$ cat src/sv/i2cbw_pkg.sv
// Package: types, codes and constants shared by the I2C EEPROM byte write master.
package i2cbw_pkg;

    typedef logic [1:0] t_cmd;

    localparam t_cmd CMD_TICK  = 2'd0;
    localparam t_cmd CMD_WRITE = 2'd1;
    localparam t_cmd CMD_READ  = 2'd2;

    localparam logic [7:0] CTRL_BYTE     = 8'hA0;
    localparam logic [3:0] BITS_PER_BYTE = 4'd8;
    localparam logic [2:0] LAST_BYTE_IDX = 3'd3;

    localparam logic [1:0] IDX_CTRL     = 2'd0;
    localparam logic [1:0] IDX_ADDR_HI  = 2'd1;
    localparam logic [1:0] IDX_ADDR_LO  = 2'd2;
    localparam logic [1:0] IDX_DATA     = 2'd3;

    typedef enum logic [4:0] {
        PH_IDLE     = 5'd0,
        PH_ST_A     = 5'd1,
        PH_ST_B     = 5'd2,
        PH_ST_C     = 5'd3,
        PH_TX_LOW   = 5'd4,
        PH_TX_HIGH  = 5'd5,
        PH_TX_END   = 5'd6,
        PH_ACK_HIGH = 5'd7,
        PH_ACK_LOW  = 5'd8,
        PH_SP_A     = 5'd9,
        PH_SP_B     = 5'd10,
        PH_SP_C     = 5'd11,
        PH_SP_D     = 5'd12,
        PH_RX_HIGH  = 5'd13,
        PH_RX_LOW   = 5'd14
    } t_phase;

    typedef struct packed {
        t_cmd        cmd;
        logic [15:0] mem_address;
        logic [7:0]  write_data;
        logic        sda_in;
    } t_in_item;

    typedef struct packed {
        logic       scl_out;
        logic       sda_out;
        logic       sda_drive;
        logic       busy_res;
        logic       done_res;
        logic       nack_error;
        logic [7:0] read_byte;
    } t_out_item;

endpackage

$ cat src/sv/i2cbw_if.sv
// Interfaces: tick channel into the master and pin-result channel out of it.
interface i2cbw_in_if;
    import i2cbw_pkg::*;

    logic     valid;
    logic     ready;
    t_in_item payload;

    modport source (output valid, output payload, input ready);
    modport sink   (input valid, input payload, output ready);
endinterface

interface i2cbw_out_if;
    import i2cbw_pkg::*;

    logic      valid;
    logic      ready;
    t_out_item payload;

    modport source (output valid, output payload, input ready);
    modport sink   (input valid, input payload, output ready);
endinterface

$ cat src/sv/i2c_eeprom_byte_write_master_top.sv
// Top level: bit-level I2C master for EEPROM byte write and byte receive.
//
// Each transfer on i_in is one bus tick: a command, a 16-bit word address,
// a data byte and the sampled SDA level. Each tick gives exactly one transfer
// on o_out with the pin levels (SCL, SDA, SDA drive enable) after that tick,
// plus busy, done, NACK error and the last received byte.
// A write command sends start, 0xA0, address high, address low and data,
// each followed by an ACK sample, then a stop; a NACK ends it without stop.
// A receive command clocks in eight bits with SDA released.
// Pipeline: input register, one pass of phase logic, result register.
// A tick passes through the input register and then the result register before
// its result is valid on o_out; one tick is taken every cycle, limited only by
// the result register draining.
// When o_out stalls the result register holds and the input register fills;
// i_in.ready drops once both are occupied and rises as soon as one drains.
// Synchronous active-low reset empties both registers and returns the bus
// state to idle with SCL and SDA low and all flags clear.
module i2c_eeprom_byte_write_master_top (
    input  logic        i_clk,
    input  logic        i_rst_n,
    i2cbw_in_if.sink    i_in,
    i2cbw_out_if.source o_out
);
    import i2cbw_pkg::*;

    logic      r_in_valid;
    t_in_item  r_in;
    logic      r_out_valid;
    t_out_item r_out;

    t_phase      r_phase, n_phase;
    logic [3:0]  r_bit_count, n_bit_count;
    logic [2:0]  r_byte_index, n_byte_index;
    logic [7:0]  r_shift, n_shift;
    logic [15:0] r_held_address, n_held_address;
    logic [7:0]  r_held_data, n_held_data;
    logic        r_scl, n_scl;
    logic        r_sda, n_sda;
    logic        r_error, n_error;
    logic [7:0]  r_received, n_received;
    logic        n_done;

    t_phase      w_phase;
    logic [3:0]  w_bit_count;
    logic [7:0]  w_shift;
    logic [15:0] w_held_address;
    logic [7:0]  w_held_data;
    logic [3:0]  w_bit_inc;
    logic        w_adv;
    logic        w_fire;
    t_out_item   w_result;

    assign w_adv       = !r_out_valid || o_out.ready;
    assign w_fire      = r_in_valid && w_adv;
    assign i_in.ready  = !r_in_valid || w_adv;
    assign o_out.valid = r_out_valid;
    assign o_out.payload = r_out;

    // Start a transaction from idle; its first phase runs on the same tick.
    always_comb begin
        w_phase        = r_phase;
        w_bit_count    = r_bit_count;
        w_shift        = r_shift;
        w_held_address = r_held_address;
        w_held_data    = r_held_data;
        if (r_phase == PH_IDLE) begin
            case (r_in.cmd)
                CMD_WRITE: begin
                    w_held_address = r_in.mem_address;
                    w_held_data    = r_in.write_data;
                    w_bit_count    = '0;
                    w_shift        = CTRL_BYTE;
                    w_phase        = PH_ST_A;
                end
                CMD_READ: begin
                    w_bit_count = '0;
                    w_shift     = '0;
                    w_phase     = PH_RX_HIGH;
                end
                default: ;
            endcase
        end
    end

    assign w_bit_inc = w_bit_count + 4'd1;

    // Next phase.
    always_comb begin
        unique case (w_phase)
            PH_IDLE:     n_phase = PH_IDLE;
            PH_ST_A:     n_phase = PH_ST_B;
            PH_ST_B:     n_phase = PH_ST_C;
            PH_ST_C:     n_phase = PH_TX_LOW;
            PH_TX_LOW:   n_phase = PH_TX_HIGH;
            PH_TX_HIGH:  n_phase = (w_bit_inc >= BITS_PER_BYTE) ? PH_TX_END : PH_TX_LOW;
            PH_TX_END:   n_phase = PH_ACK_HIGH;
            PH_ACK_HIGH: n_phase = PH_ACK_LOW;
            PH_ACK_LOW: begin
                if (w_shift[0]) begin
                    n_phase = PH_IDLE;
                end else if (r_byte_index < LAST_BYTE_IDX) begin
                    n_phase = PH_TX_LOW;
                end else begin
                    n_phase = PH_SP_A;
                end
            end
            PH_SP_A:     n_phase = PH_SP_B;
            PH_SP_B:     n_phase = PH_SP_C;
            PH_SP_C:     n_phase = PH_SP_D;
            PH_SP_D:     n_phase = PH_IDLE;
            PH_RX_HIGH:  n_phase = PH_RX_LOW;
            PH_RX_LOW:   n_phase = (w_bit_count >= BITS_PER_BYTE) ? PH_IDLE : PH_RX_HIGH;
            default:     n_phase = PH_IDLE;
        endcase
    end

    // Pin levels, shifter, counters and flags for this phase.
    always_comb begin
        n_bit_count    = w_bit_count;
        n_byte_index   = r_byte_index;
        n_shift        = w_shift;
        n_held_address = w_held_address;
        n_held_data    = w_held_data;
        n_scl          = r_scl;
        n_sda          = r_sda;
        n_error        = r_error;
        n_received     = r_received;
        n_done         = 1'b0;
        if (r_phase == PH_IDLE && r_in.cmd == CMD_WRITE) begin
            n_byte_index = '0;
        end
        unique case (w_phase)
            PH_ST_A: begin
                n_sda = 1'b1;
                n_scl = 1'b1;
            end
            PH_ST_B: n_sda = 1'b0;
            PH_ST_C: n_scl = 1'b0;
            PH_TX_LOW: begin
                n_scl = 1'b0;
                n_sda = w_shift[7];
            end
            PH_TX_HIGH: begin
                n_scl       = 1'b1;
                n_shift     = {w_shift[6:0], 1'b0};
                n_bit_count = w_bit_inc;
            end
            PH_TX_END: begin
                n_scl = 1'b0;
                n_sda = 1'b0;
            end
            PH_ACK_HIGH: begin
                n_scl   = 1'b1;
                n_shift = {7'd0, r_in.sda_in};
            end
            PH_ACK_LOW: begin
                n_scl = 1'b0;
                if (w_shift[0]) begin
                    n_error = 1'b1;
                    n_done  = 1'b1;
                end else if (r_byte_index < LAST_BYTE_IDX) begin
                    n_byte_index = r_byte_index + 3'd1;
                    n_bit_count  = '0;
                    // Load the next byte of the frame.
                    case (n_byte_index[1:0])
                        IDX_CTRL:    n_shift = CTRL_BYTE;
                        IDX_ADDR_HI: n_shift = w_held_address[15:8];
                        IDX_ADDR_LO: n_shift = w_held_address[7:0];
                        IDX_DATA:    n_shift = w_held_data;
                        default:     n_shift = w_held_data;
                    endcase
                end
            end
            PH_SP_A: begin
                n_sda = 1'b0;
                n_scl = 1'b0;
            end
            PH_SP_B: n_scl = 1'b1;
            PH_SP_C: n_sda = 1'b1;
            PH_SP_D: begin
                n_scl   = 1'b0;
                n_sda   = 1'b0;
                n_error = 1'b0;
                n_done  = 1'b1;
            end
            PH_RX_HIGH: begin
                n_scl       = 1'b1;
                n_shift     = {w_shift[6:0], r_in.sda_in};
                n_bit_count = w_bit_inc;
            end
            PH_RX_LOW: begin
                n_scl = 1'b0;
                if (w_bit_count >= BITS_PER_BYTE) begin
                    n_received = w_shift;
                    n_done     = 1'b1;
                end
            end
            default: ;
        endcase
    end

    always_comb begin
        w_result.scl_out    = n_scl;
        w_result.sda_out    = n_sda;
        w_result.sda_drive  = !(n_phase inside {PH_ACK_LOW, PH_RX_HIGH, PH_RX_LOW});
        w_result.busy_res   = (n_phase != PH_IDLE);
        w_result.done_res   = n_done;
        w_result.nack_error = n_error;
        w_result.read_byte  = n_received;
    end

    always_ff @(posedge i_clk) begin
        if (!i_rst_n) begin
            r_in_valid     <= 1'b0;
            r_out_valid    <= 1'b0;
            r_phase        <= PH_IDLE;
            r_bit_count    <= '0;
            r_byte_index   <= '0;
            r_shift        <= '0;
            r_held_address <= '0;
            r_held_data    <= '0;
            r_scl          <= 1'b0;
            r_sda          <= 1'b0;
            r_error        <= 1'b0;
            r_received     <= '0;
        end else begin
            if (i_in.valid && i_in.ready) begin
                r_in_valid <= 1'b1;
            end else if (w_fire) begin
                r_in_valid <= 1'b0;
            end
            if (w_fire) begin
                r_out_valid <= 1'b1;
            end else if (o_out.ready) begin
                r_out_valid <= 1'b0;
            end
            if (w_fire) begin
                r_phase        <= n_phase;
                r_bit_count    <= n_bit_count;
                r_byte_index   <= n_byte_index;
                r_shift        <= n_shift;
                r_held_address <= n_held_address;
                r_held_data    <= n_held_data;
                r_scl          <= n_scl;
                r_sda          <= n_sda;
                r_error        <= n_error;
                r_received     <= n_received;
            end
        end
    end

    // Payload registers: load only, no reset.
    always_ff @(posedge i_clk) begin
        if (i_in.valid && i_in.ready) begin
            r_in <= i_in.payload;
        end
        if (w_fire) begin
            r_out <= w_result;
        end
    end

endmodule

$ cat src/flat_wrapper.sv
// flat-port wrapper written by rule: the top's interface ports become plain ports
module i2c_eeprom_byte_write_master_top_flat import i2cbw_pkg::*;
  (i_clk, i_rst_n, i_in_valid, i_in_payload, i_in_ready, o_out_valid, o_out_payload, o_out_ready);
  i2cbw_in_if i_in_i ();
  i2cbw_out_if o_out_i ();
  input  logic i_clk;
  input  logic i_rst_n;
  input wire logic [$bits(i_in_i.valid)-1:0] i_in_valid;
  input wire logic [$bits(i_in_i.payload)-1:0] i_in_payload;
  output wire logic [$bits(i_in_i.ready)-1:0] i_in_ready;
  output wire logic [$bits(o_out_i.valid)-1:0] o_out_valid;
  output wire logic [$bits(o_out_i.payload)-1:0] o_out_payload;
  input wire logic [$bits(o_out_i.ready)-1:0] o_out_ready;
  assign i_in_i.valid = i_in_valid;
  assign i_in_i.payload = i_in_payload;
  assign i_in_ready = i_in_i.ready;
  assign o_out_valid = o_out_i.valid;
  assign o_out_payload = o_out_i.payload;
  assign o_out_i.ready = o_out_ready;
  i2c_eeprom_byte_write_master_top u_core (.i_clk(i_clk), .i_rst_n(i_rst_n), .i_in(i_in_i), .o_out(o_out_i));
endmodule
$ cat config.mk
export PLATFORM = sky130hd
export DESIGN_NAME = i2c_eeprom_byte_write_master_top_flat
export DESIGN_NICKNAME = d
export VERILOG_FILES = /design/src/sv/i2cbw_pkg.sv /design/src/sv/i2cbw_if.sv /design/src/sv/i2c_eeprom_byte_write_master_top.sv /design/src/flat_wrapper.sv
export SDC_FILE = /design/constraint.sdc
export NUM_CORES = 1
export LEC_CHECK = 0
export BUFFER_PORTS_ARGS = -buffer_cell sky130_fd_sc_hd__buf_2
export CAP_MARGIN = 20
export CORE_MARGIN = 3
export CORE_UTILIZATION = 50
export CTS_CLUSTER_DIAMETER = 50
export DETAILED_ROUTE_END_ITERATION = 16
export GPL_TIMING_DRIVEN = 0
export HOLD_SLACK_MARGIN = 0.03
export PLACE_DENSITY = 0.79
export SLEW_MARGIN = 15
export SYNTH_ARGS = -nofsm -noshare
export SYNTH_HDL_FRONTEND = slang
export SYNTH_SLANG_ARGS = --single-unit
$ cat constraint.sdc
create_clock -name i_clk -period 4 [get_ports i_clk]
set_clock_uncertainty 0.1 [all_clocks]
set_input_delay 0.2 -clock i_clk [delete_from_list [all_inputs] [get_ports i_clk]]
set_output_delay 0.2 -clock i_clk [all_outputs]
set_load 0.01 [all_outputs]
Word level (Yosys, flattened, before mapping)
Cells that the tools add are included.
- flip-flop bits (word level): 98
- bits of input ports: 31
- output and inout port bits: 16
- word-level logic and storage cells: 109
- $add $sub $neg: 2
- $lt $le $gt $ge: 3
- equality and inequality tests: 22
- mux-type cells: 39
- reductions and logical operators: 20
- operators with widths (cell ; count):
    5-bit one-hot mux with 13 select lines ; 1
    8-bit one-hot mux with 4 select lines ; 2
    8-bit two-way mux ; 7
    5-bit by 4-bit == test with 1-bit output, second input constant ; 10
    16-bit two-way mux ; 2
    4-bit two-way mux ; 6
    5-bit by 3-bit == test with 1-bit output, second input constant ; 4
    8-bit one-hot mux with 2 select lines ; 1
    3-bit two-way mux ; 4
    5-bit by 2-bit == test with 1-bit output, second input constant ; 2
    5-bit two-way mux ; 2
    5-bit one-hot mux with 2 select lines ; 1
    4-bit greater-or-equal comparator, second input constant ; 2
    4-bit one-hot mux with 2 select lines ; 1
    1-bit two-way mux ; 7
    7-bit OR reduction ; 1
    2-bit == test, second input constant ; 3
    1-bit one-hot mux with 3 select lines ; 2
    2-bit OR reduction ; 3
    5-bit by 1-bit == test with 1-bit output, second input constant ; 1
    5-bit logical NOT ; 1
    5-bit nonzero test ; 1
    5-bit OR reduction ; 1
    4-bit by 1-bit adder with 4-bit output, second input constant ; 1
    other kinds (12) ; 20

Depth between registers and ports, before layout
Gate-level depths: netlist of run 1.
- word-level depth: 11
- mapped depth: 9
- mapped depth without buffers: 9

Least setup slack after synthesis of run 1
OpenSTA, ideal clock, no wires.
- path kind: register -> register
- start point: reg u_core.r_in[26] (netlist name)
- end point: reg u_core.r_out (netlist bit u_core.o_out.payload[11]), data pin
- data arrival time: 1.937 ns
- data required time: 3.632 ns
- setup slack: 1.695 ns
- stages on the path, launching flop included: 8
- clock period less this slack: 2.305 ns
- path through: edfxtp_1 > ha_1 > nor2b_2 > and3_1 > or4_4 > a21oi_4 > xnor2_1 > a21oi_1
- RTL lines (what ; RTL line ; text):
    start, declared ; i2c_eeprom_byte_write_master_top.sv:27 ; t_in_item r_in;
    start signal, assigned ; i2c_eeprom_byte_write_master_top.sv:255 ; r_in <= i_in.payload;
    end signal, assigned ; i2c_eeprom_byte_write_master_top.sv:258 ; r_out <= w_result;
    end, declared ; i2c_eeprom_byte_write_master_top.sv:29 ; t_out_item r_out;

==> flow_metrics.py, run 1 <==
metrics = {
    "global_route": {
        "grt_max_degree": 28,
        "overflow": 0,
        "antenna_found_initial": 0,
        "grt_pass1_vias": 3656,
        "track_usage_pct": 22.63,
        "grt_first_pass_wirelength_um": 18270,
    },
    "synth": {
        "synthXorXnorAreaFrac_pct": 0.3829,
        "synth_top_family_by_area": "compound AO/OA/AOI/OAI gates",
        "synth_simple_gate_area_share_pct": 18.00,
        "synth_area_um2": 4574,
        "synthFlopType": "dfxtp_1",
        "yosys_warnings": 0,
        "synth_compound_area_share_pct": 19.56,
        "async_flop_share_pct": 0,
        "synth_nets": 505,
        "ys_types": 61,
        "muxShareOfSynthArea_pct": 4.568,
        "synth_edf_count": 41,
        "ys_seq_area_share_pct": 51.42,
        "syn_inst": 466,
        "ys_ff_latch": 97,
        "synth_area_per_cell_um2": 9.816,
        "synth_fa_ha_area_share_pct": 2.188,
    },
    "floorplanning": {
        "rows": 34,
        "die_w_um": 101.7,
        "dieArea_um2": 10330,
        "ios": 47,
        "chipHeight_um": 101.7,
        "coreArea_um2": 8806,
        "initial_core_util_pct": 51.95,
    },
    "cts": {
        "clk_pin_slew_worst_paths_ns": 0.10,
        "cts_root_buf": "clkbuf_8",
        "cts_resized": 0,
        "cts_max_path_buffers": 2,
        "clk_latency_ns": 0.37,
        "cts_made_buffers": 9,
        "cts_sinks": 97,
        "tritoncts": "done",
        "htree_levels": 3,
    },
    "detailed_routing": {
        "wirelength_um": 11060,
        "wire_per_inst_um": 16.61,
        "first_pass_iters": 5,
        "drc": 0,
        "route.detailed.vias_per_inst": 5.715,
        "drt_iter0_markers": 291,
        "ant_nets": 0,
        "vias": 3806,
    },
    "layout": {
        "nFillCells": 731,
        "syn_to_final_growth_pct": 20.08,
        "fin_nets": 592,
        "num_antenna_cells": 0,
        "drive_gt1_share_pct": 16.85,
    },
    "power_and_ir_drop": {
        "p_total_uw": 2160,
        "powerDensity_nw_per_um2": 393.2,
        "leakage_uw": 0.002084,
        "ir_drop_v": 0.0002136,
    },
    "worst_hold_path": {
        "min_delay_worst_endpoint": "u_core.o_out.valid",
        "hold_path_depth": 3,
        "hold_class": "input port to flip-flop",
        "hp-start": "o_out_ready",
    },
    "timing": {
        "relSlewSlack_pct": 57.99,
        "fmax_mhz": 382.1,
        "setup_viol_count_final": 0,
        "period_share_pct": 65.42,
        "worstMarginPinSlew_ns": 0.6278,
        "fin_crit_ns": 2.617,
        "rsz0062_at_grt": "false",
        "final_hold_viol_count": 0,
        "slew_viol_final": 0,
        "tns_ns": 0,
    },
    "worst_setup_path": {
        "critPathKind": "flip-flop to flip-flop",
        "endpoint_kind": "flip-flop",
        "worstReg2RegStart": "u_core.r_in[26]",
        "crit_path_max_fanout": 7,
        "worst-r2r-cell-count": 7,
        "critPathLaunchType": "flip-flop",
        "r2r_end": "u_core.o_out.payload[11]",
        "rrSetupSlack_ns": 1.38,
        "cp.arrival_ns": 2.62,
        "required_ns": 4.00,
    },
    "place": {
        "place_hpwl_um": 7484,
        "routabilityCongestion": 0.9358,
        "port-buffer-count": 46,
    },
    "run_status": {
        "status": "finished, final reports clean",
    },
    "run": {
        "cap_violations": 0,
    },
}
[metal layers]
layer  track usage [%]  share of wire (%)  wire, µm
met1             29.68                 44      4834
met2             38.03                 49      5441
met3             4.270                5.6       624
met4             6.953                1.4       158
met5                 0                  0         0
[kinds of logic after synthesis]
| logic type | Yosys count |
|---|---|
| AO/OA/AOI/OAI | 122 |
| multiplexers | 20 |
| adder cells (fa/ha/maj) | 8 |
| buffers and inverters | 42 |
| AND/OR/NAND/NOR | 175 |
| flip-flops | 97 |
| XOR/XNOR | 2 |
[worst max path at each step]
stage          slack, ns                        to  depth (start not counted)            start
2_1_floorplan       1.70  u_core.o_out.payload[11]                          7  u_core.r_in[26]
3_3_place_gp        1.43  u_core.o_out.payload[11]                          7  u_core.r_in[26]
3_5_place_dp        1.41  u_core.o_out.payload[11]                          7  u_core.r_in[26]
4_1_cts             1.40  u_core.o_out.payload[11]                          7  u_core.r_in[26]
5_1_grt             1.31  u_core.o_out.payload[11]                          7  u_core.r_in[26]
6_report            1.38  u_core.o_out.payload[11]                          7  u_core.r_in[26]
[state kept, by name, summed over array words and instances, names as in the netlist]
name,count
u_core.r_in,27
u_core.r_scl,1
u_core.o_out.valid,1
u_core.r_error,1
u_core.r_received,8
u_core.r_phase,4
u_core.r_bit_count,4
u_core.r_byte_index,3
u_core.r_held_data,8
u_core.r_shift,8
u_core.r_held_address,16
u_core.r_in_valid,1
u_core.r_sda,1
u_core.o_out.payload,14
[Yosys cell counts, types with 2 or more instances]
cell type / n / area [µm²]
a221oi_1: 19 / 166.4
a211oi_1: 2 / 15.01
a32oi_1: 3 / 26.28
mux2_2: 6 / 67.56
or4_4: 2 / 22.52
inv_2: 2 / 7.510
o211ai_1: 2 / 15.01
a21o_1: 2 / 15.01
nand2b_1: 4 / 25.02
nor2b_1: 11 / 68.82
o211a_1: 6 / 60.06
o21ai_1: 7 / 35.03
nand2_1: 96 / 360.4
and3_1: 2 / 12.51
mux2i_1: 13 / 130.1
buf_2: 7 / 35.03
nor2_1: 20 / 75.07
a21boi_1: 29 / 217.7
o21ai_0: 12 / 60.06
ha_1: 8 / 100.1
nor2_4: 2 / 22.52
buf_1: 3 / 11.26
and2_1: 6 / 37.54
inv_1: 11 / 41.29
or3_1: 3 / 18.77
a21oi_1: 13 / 65.06
nand4_1: 4 / 25.02
edfxtp_1: 41 / 1231
nand3_1: 11 / 55.05
clkbuf_1: 17 / 63.81
a31oi_1: 5 / 31.28
nor3_1: 5 / 25.02
dfxtp_1: 56 / 1121
o22ai_1: 6 / 37.54
nor2_2: 2 / 12.51
o31ai_1: 3 / 22.52
[layout make-up]
cell class | count | area (µm²) | area share, %
timing repair buffer | 76 | 536.8 | 9.772
inverter | 13 | 48.80 | 0.8884
clock buffer | 9 | 123.9 | 2.255
clock inverter | 7 | 122.6 | 2.232
buffer | 29 | 128.9 | 2.346
multi-input combinational | 327 | 2044 | 37.22
tap | 108 | 135.1 | 2.460
sequential | 97 | 2352 | 42.82
[power by group]
| group | total, µW | switching, µW | internal (µW) |
|---|---|---|---|
| combinational | 289 | 172 | 117 |
| clock | 779 | 357 | 422 |
| sequential | 1090 | 19.9 | 1070 |
[through the flow]
step	area [µm²]	hold slack, ns	instances	setup WS, ns	util [%]
3_5_place_dp	4951	0.2781	621	1.410	56.22
4_1_cts	5478	0.05061	665	1.399	62.21
3_3_place_gp	4940	0.2760	620	1.430	56.10
2_1_floorplan	4574	0.1989	466	1.695	-
5_1_grt	5493	0.08163	666	1.307	62.38
6_report	5493	0.05880	666	1.383	62.38
[critical path: stages (launching register included)]
cell,delay [ns]
edfxtp_1,0.40
ha_1,0.53
nor2b_2,0.10
and3_1,0.21
or4_4,0.49
a21oi_4,0.18
xnor2_1,0.22
a21oi_1,0.13
[layout by cell type (no fill, tap or decap), drive strengths merged, types with 7 or more instances in the layout]
cell,synthesis,final
a21boi,29,29
clkbuf,17,26
dlygate4sd3,0,28
mux2,7,7
dfxtp,56,56
ha,8,8
inv,13,16
edfxtp,41,41
a221oi,19,19
nor2,24,24
o21ai,20,20
buf,12,60
mux2i,13,13
nand2,96,96
nor2b,12,12
a21oi,15,15
nand3,11,11
[timing repair]
item / CTS / global route
endpoints found under the setup margin: 0 / 0
hold buffers: 28 / 0
endpoints found under the hold margin: 28 / 0
setup buffers: 0 / 0
Power figures use the tool's default switching activity.
==> run 2: changes to the inputs <==
- PLACE_DENSITY: 0.79 -> 0.82
- clock period: 4 -> 2.2 ns (I/O delays scaled with it)
==> run 2 against run 1 <==
Maximum frequency increased by 20%; global-route usage decreased by 0.28 points; final cell count increased by 2.6%; clock power increased by 41%; sequential cell count unchanged; critical path type unchanged; highest routed layer unchanged.
==> flow_metrics.py, run 2 (synthesis gave the netlist of run 1 again) <==
metrics = {
    "cts": {
        "htree_levels": 3,
        "clk_pin_slew_worst_paths_ns": 0.10,
        "cts_sinks": 97,
        "cts_max_path_buffers": 2,
        "clk_latency_ns": 0.37,
        "tritoncts": "done",
        "cts_root_buf": "clkbuf_8",
        "cts_made_buffers": 9,
    },
    "power_and_ir_drop": {
        "leakage_uw": 0.002181,
        "powerDensity_nw_per_um2": 650.3,
        "ir_drop_v": 0.0004346,
    },
    "timing": {
        "fmax_mhz": 457.0,
        "relSlewSlack_pct": 58.40,
        "whs_ns": 0.3308,
        "setup_viol_count_final": 0,
        "worstMarginPinSlew_ns": 0.6240,
        "final_hold_viol_count": 0,
        "fin_crit_ns": 2.188,
        "slew_viol_final": 0,
        "period_share_pct": 99.47,
        "rsz0062_at_grt": "true",
    },
    "layout": {
        "num_antenna_cells": 0,
        "nFillCells": 680,
        "fin_nets": 609,
        "final_cell_mix": "94 x nand2_1, 53 x dfxtp_1, 52 x buf_2, 41 x edfxtp_1, 31 x dlygate4sd3_1",
        "largest_register_ffs": 27,
        "drive_gt1_share_pct": 24.00,
        "multiInputGateArea_um2": 2165,
        "fin_util_pct": 64.89,
        "seqCellArea_um2": 2356,
        "layout_commonest_cell": "nand2_1",
        "regMostFlops": "u_core.r_in",
        "syn_to_final_growth_pct": 24.92,
    },
    "worst_setup_path": {
        "rrSetupSlack_ns": 0.01,
        "crit_path_max_fanout": 6,
        "critPathKind": "flip-flop to flip-flop",
        "endpoint_kind": "flip-flop",
        "crit_chain": "buf_6 -> or4_4 -> o21ai_4 -> and3_4 -> a21oi_4 -> xnor2_2 -> a21oi_2",
        "cp_num_buf_inv": 1,
        "cpMaxStageDelayCell": "or4_4",
        "cp.arrival_ns": 2.20,
        "r2r_end": "u_core.o_out.payload[11]",
        "cp_slowest_stage_delay_ns": 0.52,
        "worst-r2r-cell-count": 7,
        "worstReg2RegStart": "u_core.r_phase[2]",
        "required_ns": 2.22,
        "cp_top_family": "simple AND/OR/NAND/NOR gates",
        "critPathLaunchType": "flip-flop",
    },
    "run_status": {
        "status": "finished, final reports clean",
    },
    "place": {
        "routabilityCongestion": 0.9066,
        "port-buffer-count": 46,
        "place_hpwl_um": 7406,
    },
    "floorplanning": {
        "ios": 47,
        "die_w_um": 101.7,
        "initial_core_util_pct": 51.95,
        "coreArea_um2": 8806,
        "dieArea_um2": 10330,
        "rows": 34,
        "chipHeight_um": 101.7,
    },
    "worst_hold_path": {
        "hold_class": "input port to flip-flop",
        "min_delay_worst_endpoint": "u_core.r_in[21]",
        "hp-start": "i_in_payload[21]",
        "hold_path_depth": 2,
    },
    "global_route": {
        "track_usage_pct": 22.35,
        "grt_first_pass_wirelength_um": 18160,
        "grt_pass1_vias": 3797,
        "antenna_found_initial": 0,
        "grt_max_degree": 28,
        "overflow": 0,
    },
    "detailed_routing": {
        "route.detailed.vias_per_inst": 5.780,
        "first_pass_iters": 5,
        "wirelength_um": 11140,
        "ant_nets": 0,
        "drc": 0,
        "drt_iter0_markers": 297,
        "vias": 3948,
        "wire_per_inst_um": 16.30,
    },
    "run": {
        "cap_violations": 0,
    },
}
run 2: area by class of cell:
class                      count  share of cell area, %
inverter                      13                 0.8540
buffer                        28                  2.540
clock inverter                 6                 0.9196
sequential                    97                  41.23
timing repair buffer          94                  11.98
tap                          108                  2.365
multi-input combinational    327                  37.88
clock buffer                  10                  2.233
run 2: how the worst max path moves through the flow:
stage	from	slack (ns)	end	cells past startpoint
floorplan	u_core.r_in[26]	0.01	u_core.o_out.payload[11]	7
global placement	u_core.r_in[26]	-0.17	u_core.o_out.payload[11]	7
detailed placement	u_core.r_in[26]	-0.17	u_core.o_out.payload[11]	7
CTS	u_core.r_phase[3]	0.0008	u_core.o_out.payload[2]	6
global route	u_core.r_phase[2]	-0.03	u_core.o_out.payload[11]	7
finish	u_core.r_phase[2]	0.01	u_core.o_out.payload[11]	7
run 2: where the power goes:
group,switching (µW),internal (µW),total [µW]
sequential,40.6,1950,1990
combinational,339,286,624
clock,672,430,1100
run 2: what timing repair did:
action,4_1_cts,5_1_grt
hold endpoints to repair,31,0
pin swaps,8,9
resized for setup,12,29
buffers inserted,5,11
hold buffers,31,0
endpoints found under the setup margin,14,41
run 2: per-stage QoR:
step                instance area (µm²)  instances   TNS, ns  setup WS [ns]  total power [µW]
floorplan                          4587        466         0       0.009507              2348
global placement                   4952        620    -2.784        -0.1675              2485
detailed placement                 4964        621   -0.3453        -0.1692              2495
CTS                                5544        673         0      0.0008427              3640
global route                       5714        683  -0.08204       -0.03460              3861
finish                             5714        683         0        0.01175              3716
run 2: worst register-to-register path, delay by kind of cell, from the launching register on:
kind,cells,cell delay (ns)
buffers and inverters,1,0.12
flip-flops,1,0.35
XOR/XNOR,1,0.19
AO/OA/AOI/OAI,3,0.37
AND/OR/NAND/NOR,2,0.79
run 2: metal layers:
metal / vias up / wire [µm] / global-route usage [%]
met5: - / 0 / 0
met4: 0 / 249 / 7.771
met3: 27 / 707 / 3.375
met2: 173 / 5505 / 38.43
met1: 1860 / 4672 / 28.73
li1: 1888 / - / -
